==> config.mk <==
export PLATFORM = sky130hd
export DESIGN_NAME = pac3d_ctrl
export DESIGN_NICKNAME = d
export VERILOG_FILES = /design/src/sv/pac3d_pkg.sv /design/src/sv/pac3d_ctrl.sv
export SDC_FILE = /design/constraint.sdc
export NUM_CORES = 1
export LEC_CHECK = 0
export ABC_AREA = 1
export BUFFER_PORTS_ARGS = -buffer_cell sky130_fd_sc_hd__buf_4
export CAP_MARGIN = 20
export CORE_AREA = 4 4 41 43
export CTS_BUF_LIST = sky130_fd_sc_hd__clkbuf_8
export DETAILED_ROUTE_END_ITERATION = 8
export DIE_AREA = 0 0 45 47
export PLACE_DENSITY = 0.61
export SLEW_MARGIN = 20
export SYNTH_ARGS = -nofsm -noshare
export SYNTH_HDL_FRONTEND = slang
export SYNTH_SLANG_ARGS = --single-unit
==> constraint.sdc <==
create_clock -name clk_i -period 1.4 [get_ports clk_i]
set_clock_uncertainty 0.15 [all_clocks]
set_input_delay 0.42 -clock clk_i [delete_from_list [all_inputs] [get_ports clk_i]]
set_output_delay 0.42 -clock clk_i [all_outputs]
set_load 0.05 [all_outputs]
==> src/sv/pac3d_pkg.sv <==
`timescale 1ns / 1ps
`default_nettype none

package pac3d_pkg;

  localparam int CoordW   = 32;
  localparam int FracB    = 16;
  localparam int NormW    = 16;
  localparam int AccW     = 64;
  localparam int TriShift = 2 * FracB + (NormW - 2) + 1 - 32;
  localparam int DiffW    = CoordW + 1;
  localparam int SumW     = CoordW + 2;
  localparam int ProdW    = 2 * DiffW;
  localparam int CrossW   = ProdW + 1;
  localparam int TermW    = CrossW + NormW;
  localparam int DotW     = TermW + 2;
  localparam int LoW      = 33 + SumW;
  localparam int HiW      = 32 + SumW;
  localparam int WtW      = HiW + 1;
  localparam int SatInW   = DotW;
  localparam int DivShift = 32;
  localparam int DivNW    = AccW + DivShift;
  localparam int DivDW    = AccW + 2;
  localparam int DivCntW  = $clog2(DivNW);
  localparam int CtrSW    = DivNW + 2;
  localparam int CntW     = 2;
  localparam int AxisW    = 2;

  localparam logic [CntW-1:0]    CntFull  = 2'd3;
  localparam logic [AxisW-1:0]   AxisLast = 2'd2;
  localparam logic [DivCntW-1:0] DivLast  = DivCntW'(DivNW - 1);

  localparam logic signed [AccW-1:0] AccMax = {1'b0, {(AccW - 1){1'b1}}};
  localparam logic signed [AccW-1:0] AccMin = {1'b1, {(AccW - 1){1'b0}}};
  localparam logic signed [CoordW-1:0] CoordMax = {1'b0, {(CoordW - 1){1'b1}}};
  localparam logic signed [CoordW-1:0] CoordMin = {1'b1, {(CoordW - 1){1'b0}}};

  typedef logic signed [CoordW-1:0] coord_t;
  typedef logic signed [NormW-1:0]  norm_t;
  typedef logic signed [AccW-1:0]   acc_t;

  typedef struct packed {
    logic accept;
    logic diff;
    logic mul1;
    logic mul2;
    logic dot;
    logic area;
    logic wmul;
    logic wacc;
    logic fin;
    logic div_step;
    logic load_out;
  } pac3d_cmd_t;

  typedef struct packed {
    logic start;
    logic fan;
    logic last_in;
    logic last_q;
    logic want_q;
    logic ctr_valid;
    logic div_done;
    logic last_axis;
    logic out_free;
  } pac3d_sts_t;

endpackage

`default_nettype wire

==> src/sv/pac3d_ctrl.sv <==
`timescale 1ns / 1ps
`default_nettype none

module pac3d_ctrl (
  input  logic                  clk_i,
  input  logic                  rst_ni,
  input  logic                  in_valid_i,
  output logic                  in_ready_o,
  input  pac3d_pkg::pac3d_sts_t sts_i,
  output pac3d_pkg::pac3d_cmd_t cmd_o
);

  typedef enum logic [3:0] {
    S_IDLE, S_DIFF, S_MUL1, S_MUL2, S_DOT, S_AREA, S_WMUL, S_WACC, S_FIN, S_DIV, S_RES
  } state_e;

  state_e state_q, state_d;

  always_comb begin
    cmd_o      = '0;
    state_d    = state_q;
    in_ready_o = 1'b0;
    case (state_q)
      S_IDLE: begin
        in_ready_o = 1'b1;
        if (in_valid_i) begin
          cmd_o.accept = 1'b1;
          if (sts_i.fan) begin
            state_d = S_DIFF;
          end else if (sts_i.last_in) begin
            state_d = S_FIN;
          end
        end
      end
      S_DIFF: begin
        cmd_o.diff = 1'b1;
        state_d    = S_MUL1;
      end
      S_MUL1: begin
        cmd_o.mul1 = 1'b1;
        state_d    = S_MUL2;
      end
      S_MUL2: begin
        cmd_o.mul2 = 1'b1;
        state_d    = S_DOT;
      end
      S_DOT: begin
        cmd_o.dot = 1'b1;
        state_d   = S_AREA;
      end
      S_AREA: begin
        cmd_o.area = 1'b1;
        if (sts_i.want_q) begin
          state_d = S_WMUL;
        end else begin
          state_d = sts_i.last_q ? S_FIN : S_IDLE;
        end
      end
      S_WMUL: begin
        cmd_o.wmul = 1'b1;
        state_d    = S_WACC;
      end
      S_WACC: begin
        cmd_o.wacc = 1'b1;
        state_d    = sts_i.last_q ? S_FIN : S_IDLE;
      end
      S_FIN: begin
        cmd_o.fin = 1'b1;
        state_d   = sts_i.ctr_valid ? S_DIV : S_RES;
      end
      S_DIV: begin
        cmd_o.div_step = 1'b1;
        if (sts_i.div_done && sts_i.last_axis) begin
          state_d = S_RES;
        end
      end
      S_RES: begin
        if (sts_i.out_free) begin
          cmd_o.load_out = 1'b1;
          state_d        = S_IDLE;
        end
      end
      default: state_d = S_IDLE;
    endcase
  end

  always_ff @(posedge clk_i or negedge rst_ni) begin
    if (!rst_ni) begin
      state_q <= S_IDLE;
    end else begin
      state_q <= state_d;
    end
  end

endmodule

`default_nettype wire

==> results.toml, run 1 <==
[outcome]
status = "finished with violations"
violations = "negative setup slack"

[synth]
synth.lib_cells_used.distinct = 17
mappedNetlistNets = 85
synth_largest_type_area_fraction_pct = 22.9
syn_inst = 73
netlist_area_um2 = 438
synth_warn = 0
avgSynthCellArea_um2 = 6.00
share_of_the_yosys_chip_area_belonging_to_registers_pct = 22.9
netlist.top_cell.by_area = "sky130_fd_sc_hd__dfrtp_1"
synthesis_stage_register_bit_count = 4
synth.top_cells.by_area = "sky130_fd_sc_hd__dfrtp_1 (23%), sky130_fd_sc_hd__nand2_1 (16%), sky130_fd_sc_hd__nor2_1 (10%)"

[floorplanning]
rows = 13
io-pin-count = 24
core_region_area_mm2 = 0.00130
design.die.area_mm2 = 0.00212
start_util_pct = 33.7
floorplan.die.width_um = 45
dieHeight_um = 47

[clocking]
clk-insertion-delay-late_ns = 0.21
cts-root-buf = "sky130_fd_sc_hd__clkbuf_8"
max-clock-path-buffers = 2
cts_max_level = 1
worst_setup_hold_path_clk_slew_ns = 0.03
cts_tree = "built"
clock-sinks = 4
cts_buf_count = 3

[pwr]
share_seq_of_total_power_pct = 10.9
power.density_cell_area_mw_per_mm2 = 2360
internal-power_uw = 1160
max-vdd-ir-drop_mv = 1.94
swShare_pct = 51.8
power_switching_uw = 1250
power.clock.fraction_pct = 10.1
static-leakage-power_uw = 0.000525
power.share.combinational_pct = 79.0

[job]
max_cap_violations = 0

[global_route]
grt_pass1_vias = 592
gr-total-overflow = 0
antenna_found_initial = 0
grt.total_usage_pct = 15.1
grt_first_pass_wirelength_mm = 2.33
grt_max_degree = 7

[sta]
hold_ws_ns = 0.334
rsz_0062_raised_after_global_routing = "yes"
tightest_slew_ns = 0.246
final-hold-violation-count = 0
timing.final.max_slew_violations = 0
timing.slew.headroom_pct = 83.5
min_period_ns = 1.78
clock.fmax_ghz = 0.561
period_share_pct = 127
timing.final.setup_violations = 16
post-route-worst-setup-slack_ns = -0.382
setup_total_negative_slack_ns = -4.41

[setup_path]
reg2reg_setup_slack_ns = -0.13
cp_data_arrival_time_ns = 1.21
crit_fanout = 6
critical_setup_path_class = "reg2out"
critPathRequiredTime_ns = 0.83
setup.worst_path.start_class = "flip-flop"
endpoint_kind = "primary output"

[cells_and_area]
num-nets-final = 135
antenna_diodes = 0
registers.top_by_ff_count = "state_q"
area_growth_syn_to_layout_pct = 133
final_core_util_pct = 78.5
max_reg_flops = 4
commonest_non_fill_non_tap_cells_in_the_layout = "sky130_fd_sc_hd__buf_4 (32), sky130_fd_sc_hd__nand2_1 (19), sky130_fd_sc_hd__nor2_4 (12), sky130_fd_sc_hd__inv_1 (8), sky130_fd_sc_hd__buf_8 (8)"
nFillCells = 91
finalInstanceArea_mm2 = 0.00102
drive_above_1_share_pct = 63.9
mostFrequentLayoutCell = "sky130_fd_sc_hd__buf_4"
top_regs = "state_q (4)"
final-instance-count-excl-fill = 137

[place]
globalplace.congestion = 0.811
placed_cell_area_um2 = 838
placedCellCount = 125
detail_placement_hpwl_mm = 1.15
io_buffer_count = 22

[detailed_routing]
detail-route-antenna-nets = 0
vias = 612
drt_drc_violations_left = 0
first_iter_violations = 12
per_cell_routed_wire_length_um = 11.3
first_pass_iters = 4
wirelength_mm = 1.55
viasPerCell = 4.47

[min_path]
hp-class = "in2reg"
[power groups by stage]
stage          logic, µW  registers, µW  clock network, µW
2_1_floorplan       1120            258                  0
5_1_grt             2040            268                263
3_3_place_gp        1620            263                  0
6_report            1910            262                244
4_1_cts             1750            262                247
3_5_place_dp        1620            263                  0
[synth_stat cells, drive strengths merged]
cell type,number
dfrtp,4
inv,14
nand2,24
nand3,6
nand3b,1
nand4,1
nor2,18
nor3,2
o211ai,1
o21ai,1
o221ai,1
[final cells by class]
cell class | instances | area (µm²) | area share [%]
Sequential cell | 4 | 104 | 10.2
Clock buffer | 3 | 41.3 | 4.04
Tap cell | 15 | 18.8 | 1.84
Inverter | 14 | 57.6 | 5.64
Timing Repair Buffer | 45 | 415 | 40.7
Multi-Input combinational cell | 55 | 380 | 37.3
Clock inverter | 1 | 3.75 | 0.368
[logic make-up (layout without fill, tap and decap cells)]
logic type	Yosys count	count (layout)	synth area share, %
flip-flops	4	4	22.9
buffers and inverters	14	63	12.0
AND/OR/NAND/NOR	52	52	60.3
AO/OA/AOI/OAI	3	3	4.86
[path summary, 6_finish.rpt]
kind / from / endpoint / cells after the start
hold / removal: sts_i[4] / state_q[2] / 3
setup reg to reg: state_q[0] / state_q[0] / 9
hold reg to reg: state_q[0] / state_q[2] / 2
min in group asynchronous: rst_ni / state_q[3] / 2
setup / recovery: state_q[2] / cmd_o[10] / 4
max in group asynchronous: rst_ni / state_q[2] / 2
[critical path, stage by stage (launching register included)]
cell	delay [ns]
sky130_fd_sc_hd__dfrtp_2	0.45
sky130_fd_sc_hd__nor2_4	0.16
sky130_fd_sc_hd__inv_4	0.09
sky130_fd_sc_hd__nor3_4	0.12
sky130_fd_sc_hd__buf_6	0.18
[through the flow]
| stage | worst slack [ns] | total power [µW] |
|---|---|---|
| final | -0.382 | 2410 |
| after global routing | -0.413 | 2570 |
| after CTS | -0.375 | 2260 |
| after detailed placement | -0.200 | 1890 |
| after global placement | -0.183 | 1880 |
| after floorplan | -0.317 | 1380 |
[what timing repair did]
action | 4_1_cts | 5_1_grt
setup buffers | 3 | 4
pin swaps | 3 | 4
hold buffers | 1 | 0
hold endpoints to repair | 4 | 0
endpoints found under the setup margin | 15 | 16
resized for setup | 11 | 9
[metal layers]
layer | share of wire (%) | track usage [%] | wire length (µm)
met3 | 3.4 | 1.15 | 52
met4 | 0.78 | 3.51 | 12
met1 | 42 | 19.7 | 645
met2 | 54 | 27.1 | 837
met5 | 0 | 0 | 0
Note: power is estimated with default switching activity, not from simulation.
==> run 2, diff against run 1 <==
--- a/config.mk
+++ b/config.mk
@@ -13,6 +13,8 @@
 export DETAILED_ROUTE_END_ITERATION = 8
 export DIE_AREA = 0 0 45 47
 export PLACE_DENSITY = 0.61
+export RECOVER_POWER = 50
+export SKIP_LAST_GASP = 1
 export SLEW_MARGIN = 20
 export SYNTH_ARGS = -nofsm -noshare
 export SYNTH_HDL_FRONTEND = slang
==> run 2 against run 1 <==
The flow still finishes with violations (negative setup slack). Utilization shrank 0.58 points. Global-route usage stayed put. Die area is the same. Design area shrank 0.74%. Final cell count stayed put. Register-to-register slack barely moved. Sequential share of layout area increased by 0.075 points. Clock power about the same. Power shrank 0.48%. Sequential cell count unchanged. Count of clock-buffer cells in the layout did not move. Non-clock buffer count unchanged. Largest cell class unchanged.
==> results.toml, run 2 (synthesis results as in run 1) <==
[floorplanning]
dieHeight_um = 47
start_util_pct = 33.7
design.die.area_mm2 = 0.00212
io-pin-count = 24
rows = 13
core_region_area_mm2 = 0.00130
floorplan.die.width_um = 45

[setup_path]
slowest_delay_ns = 0.45
critPathRequiredTime_ns = 0.83
crit_fanout = 6
startpoint_of_the_worst_setup_timing_path = "state_q[2]"
endpoint_kind = "primary output"
rr_startpoint = "state_q[0]"
critical_setup_path_class = "reg2out"
crit_slowest_cell = "sky130_fd_sc_hd__dfrtp_2"
reg2reg_setup_slack_ns = -0.13
r2r.worst_path.cells = 9
setup.worst_path.start_class = "flip-flop"
cp_data_arrival_time_ns = 1.22
crit_path_cell_trace = "nor2_4 -> inv_4 -> nor3_4 -> buf_6"
worst_r2r_dst = "state_q[0]"
critPathCapture = "cmd_o[10]"

[clocking]
cts_max_level = 1
clock-sinks = 4
worst_setup_hold_path_clk_slew_ns = 0.03
cts_buf_count = 3
max-clock-path-buffers = 2
clk-insertion-delay-late_ns = 0.21
cts_tree = "built"
cts-root-buf = "sky130_fd_sc_hd__clkbuf_8"

[pwr]
p_total_uw = 2400
max-vdd-ir-drop_mv = 1.95
power.density_cell_area_mw_per_mm2 = 2370
static-leakage-power_uw = 0.000520

[job]
max_cap_violations = 0

[place]
placed_cell_area_um2 = 838
io_buffer_count = 22
detail_placement_hpwl_mm = 1.15
dpl_worst_slack_ns = -0.200
globalplace.congestion = 0.811

[global_route]
gr-total-overflow = 0
antenna_found_initial = 0
grt_pass1_vias = 592
grt_max_degree = 7
grt_first_pass_wirelength_mm = 2.33
grt.total_usage_pct = 15.1

[detailed_routing]
detail-route-antenna-nets = 0
wirelength_mm = 1.53
first_pass_iters = 4
viasPerCell = 4.58
first_iter_violations = 11
drt_drc_violations_left = 0
vias = 627
per_cell_routed_wire_length_um = 11.1

[sta]
rsz_0062_raised_after_global_routing = "yes"
timing.final.setup_violations = 16
clock.fmax_ghz = 0.560
post-route-worst-setup-slack_ns = -0.386
min_period_ns = 1.79
tightest_slew_ns = 0.246
setup_total_negative_slack_ns = -4.43
period_share_pct = 128
timing.slew.headroom_pct = 83.6
final-hold-violation-count = 0
timing.final.max_slew_violations = 0

[cells_and_area]
antenna_diodes = 0
drive_above_1_share_pct = 63.1
top_regs = "state_q (4)"
area_growth_syn_to_layout_pct = 131
nFillCells = 94
num-nets-final = 135
final_core_util_pct = 77.9
mostFrequentLayoutCell = "sky130_fd_sc_hd__buf_4"
finalInstanceArea_mm2 = 0.00101
max_reg_flops = 4
registers.top_by_ff_count = "state_q"
commonest_non_fill_non_tap_cells_in_the_layout = "sky130_fd_sc_hd__buf_4 (31), sky130_fd_sc_hd__nand2_1 (19), sky130_fd_sc_hd__nor2_4 (12), sky130_fd_sc_hd__inv_1 (8), sky130_fd_sc_hd__buf_8 (7)"

[outcome]
status = "finished with violations"
violations = "negative setup slack"

[min_path]
hp-class = "in2reg"
==> run 2: area by class of cell <==
| cell class | instances | area (µm²) | area share (%) |
|---|---|---|---|
| repair buffers | 45 | 408 | 40.2 |
| multi-input cells | 55 | 380 | 37.5 |
| flip-flops and latches | 4 | 104 | 10.2 |
| clock inverters | 1 | 3.75 | 0.370 |
| well taps | 15 | 18.8 | 1.85 |
| inverters | 14 | 57.6 | 5.68 |
| clock buffers | 3 | 41.3 | 4.07 |
==> run 2: power by group <==
part | switching (µW) | leakage [µW] | internal (µW) | total [µW]
Clock | 56.9 | 0.0000269 | 187 | 244
Sequential | 87.8 | 0.0000478 | 175 | 263
Combinational | 1100 | 0.000445 | 790 | 1890
Total | 1250 | 0.000520 | 1150 | 2400
==> run 2: per-layer routing <==
| metal | share of wire (%) | routed length (µm) | up-vias | GRT usage [%] |
|---|---|---|---|---|
| met5 | 0 | 0 | - | 0 |
| met4 | 0.98 | 15 | 0 | 3.51 |
| met3 | 3.3 | 50 | 2 | 1.15 |
| met2 | 54 | 827 | 18 | 27.1 |
| met1 | 41 | 633 | 278 | 19.7 |
| li1 | - | - | 329 | - |
==> run 2: critical path, delay by kind of cell, from the launching register on <==
| family | cells | cell delay [ns] |
|---|---|---|
| buf+inv | 2 | 0.27 |
| simple gates | 2 | 0.28 |
| flops | 1 | 0.45 |
==> run 2: worst min path at each step <==
stage / slack [ns] / to / cells after the start / from
6_report: 0.33 / state_q[2] / 3 / sts_i[4]
5_1_grt: 0.34 / state_q[2] / 3 / sts_i[4]
4_1_cts: 0.32 / state_q[2] / 3 / sts_i[4]
3_5_place_dp: 0.07 / state_q[1] / 1 / rst_ni
3_3_place_gp: 0.07 / state_q[1] / 1 / rst_ni
2_1_floorplan: -0.03 / state_q[0] / 0 / rst_ni
==> run 2: repair_timing <==
action	CTS	global route
pin swaps	3	4
setup endpoints to repair	15	16
hold buffers	1	0
buffers inserted	3	4
gates cloned	0	0
gates resized for setup	11	8
hold endpoints to repair	4	0
==> run 2: per-stage QoR <==
step                hold slack [ns]  instances
CTS                           0.324        133
detailed placement           0.0657        125
global placement             0.0654        125
global route                  0.339        137
floorplan                   -0.0256         73
finish                        0.332        137
==> run 3, diff against run 2 <==
--- a/config.mk
+++ b/config.mk
@@ -6,13 +6,13 @@
 export NUM_CORES = 1
 export LEC_CHECK = 0
 export ABC_AREA = 1
-export BUFFER_PORTS_ARGS = -buffer_cell sky130_fd_sc_hd__buf_4
 export CAP_MARGIN = 20
 export CORE_AREA = 4 4 41 43
-export CTS_BUF_LIST = sky130_fd_sc_hd__clkbuf_8
 export DETAILED_ROUTE_END_ITERATION = 8
 export DIE_AREA = 0 0 45 47
-export PLACE_DENSITY = 0.61
+export DONT_BUFFER_PORTS = 1
+export MAX_ROUTING_LAYER = met4
+export PLACE_DENSITY = 0.45
 export RECOVER_POWER = 50
 export SKIP_LAST_GASP = 1
 export SLEW_MARGIN = 20
==> run 3 against run 2 <==
Power up 4.4%. Sequential cell count unchanged. The flow still finishes with violations (negative setup slack). Worst hold slack worse by 0.12 ns. Sequential share of layout area down 0.19 points. Design area up 1.9%. Highest routed layer is now met3. Critical path depth unchanged. Critical endpoint unchanged.
==> results.toml, run 3 (synthesis results as in run 1) <==
[floorplanning]
io-pin-count = 24
design.die.area_mm2 = 0.00212
start_util_pct = 33.7
floorplan.die.width_um = 45
rows = 13
dieHeight_um = 47
core_region_area_mm2 = 0.00130

[sta]
min_period_ns = 1.82
period_share_pct = 130
post-route-worst-setup-slack_ns = -0.425
timing.final.max_slew_violations = 0
tightest_slew_ns = 0.224
timing.slew.headroom_pct = 85.0
clock.fmax_ghz = 0.548
final-hold-violation-count = 0
rsz_0062_raised_after_global_routing = "yes"
setup_total_negative_slack_ns = -4.84
timing.final.setup_violations = 15

[cells_and_area]
nFillCells = 102
drive_above_1_share_pct = 61.3
num-nets-final = 124
multi_input_area_um2 = 405
top_regs = "state_q (4)"
registers.top_by_ff_count = "state_q"
sequential_cell_area_um2 = 104
area_growth_syn_to_layout_pct = 136
final_core_util_pct = 79.3
commonest_non_fill_non_tap_cells_in_the_layout = "sky130_fd_sc_hd__nand2_1 (19), sky130_fd_sc_hd__buf_4 (19), sky130_fd_sc_hd__nor2_4 (12), sky130_fd_sc_hd__buf_12 (12), sky130_fd_sc_hd__inv_1 (7)"
max_reg_flops = 4
antenna_diodes = 0

[clocking]
max-clock-path-buffers = 2
worst_setup_hold_path_clk_slew_ns = 0.04
cts_max_level = 1
clock-sinks = 4
cts_tree = "built"
clk-insertion-delay-late_ns = 0.23
cts-root-buf = "sky130_fd_sc_hd__clkbuf_4"
cts_buf_count = 3

[setup_path]
crit_family = "flip-flops"
critical_setup_path_class = "reg2out"
setup.worst_path.start_class = "flip-flop"
slowest_delay_ns = 0.45
crit_fanout = 6
rr_startpoint = "state_q[0]"
startpoint_of_the_worst_setup_timing_path = "state_q[0]"
crit_buf_inv = 2
crit_path_cell_trace = "inv_2 -> nand2_4 -> nor3_4 -> buf_12"
cp_data_arrival_time_ns = 1.25
critPathRequiredTime_ns = 0.83
endpoint_kind = "primary output"
crit_slowest_cell = "sky130_fd_sc_hd__dfrtp_2"

[detailed_routing]
vias = 580
drt_drc_violations_left = 0
first_pass_iters = 4
viasPerCell = 4.60
first_iter_violations = 8
detail-route-antenna-nets = 0
per_cell_routed_wire_length_um = 11.3
wirelength_mm = 1.43

[place]
globalplace.congestion = 0.873
io_buffer_count = 0
detail_placement_hpwl_mm = 1.20

[global_route]
grt_max_degree = 7
antenna_found_initial = 0
grt_pass1_vias = 581
grt_first_pass_wirelength_mm = 2.33
grt.total_usage_pct = 15.8
gr-total-overflow = 0

[min_path]
hp-class = "in2reg"
timing.hold.worst.start = "sts_i[4]"

[pwr]
static-leakage-power_uw = 0.000479
power.density_cell_area_mw_per_mm2 = 2430
max-vdd-ir-drop_mv = 1.56

[outcome]
violations = "negative setup slack"
status = "finished with violations"

[job]
max_cap_violations = 0
[run 3: cell count changes in the layout (fill, tap and decap cells not counted), moves of 2 or more]
cell	previous run	this run
sky130_fd_sc_hd__buf_12	0	12
sky130_fd_sc_hd__buf_4	31	19
sky130_fd_sc_hd__buf_8	7	0
sky130_fd_sc_hd__buf_6	5	2
sky130_fd_sc_hd__clkbuf_4	0	3
sky130_fd_sc_hd__clkbuf_8	3	0
sky130_fd_sc_hd__nand2_8	0	2
[run 3: worst reg2reg max path: cells and delay by family (launching register included)]
kind / cells / cell delay (ns)
DFF: 1 / 0.45
and+or+nand+nor: 7 / 0.51
buffers and inverters: 3 / 0.41
[run 3: report_power, final]
part	switching, µW	internal (µW)
logic	1160	928
registers	91.4	175
clock network	47.3	107
total	1300	1210
[run 3: routing by layer]
| layer | wire length (µm) | share of wire [%] | track usage [%] |
|---|---|---|---|
| met5 | 0 | 0 | - |
| met4 | 0 | 0 | 8.19 |
| met3 | 37 | 2.6 | 0 |
| met2 | 810 | 57 | 29.1 |
| met1 | 580 | 41 | 17.5 |
[run 3: layout make-up]
| class | instances | area share (%) |
|---|---|---|
| timing repair buffer | 34 | 40.2 |
| inverter | 14 | 6.06 |
| clock buffer | 4 | 2.55 |
| sequential | 4 | 10.1 |
| multi-input combinational | 55 | 39.3 |
| tap | 15 | 1.82 |
[run 3: final timing paths]
check | endpoint | slack [ns] | cells past startpoint
min | state_q[2] | 0.21 | 2
max | cmd_o[10] | -0.42 | 4
min reg2reg | state_q[2] | 0.50 | 1
max in group asynchronous | state_q[3] | 0.63 | 1
min in group asynchronous | state_q[0] | 0.30 | 1
max reg2reg | state_q[3] | -0.18 | 10
[run 3: stage by stage]
step	total power (µW)	worst slack [ns]	hold WS [ns]	cell area [µm²]	instances
final	2510	-0.425	0.210	1030	126
after global routing	2680	-0.486	0.225	1030	126
after CTS	2460	-0.427	0.210	1000	123
after detailed placement	2120	-0.186	-0.0255	898	113
after global placement	2100	-0.169	-0.0255	898	113
after floorplan	1380	-0.317	-0.0256	542	73
[run 3: repair_timing]
item / in CTS / in global routing
setup endpoints to repair: 15 / 15
pin swaps: 11 / 6
endpoints found under the hold margin: 4 / 0
buffers inserted: 5 / 3
resized for setup: 6 / 2
hold buffers: 1 / 0
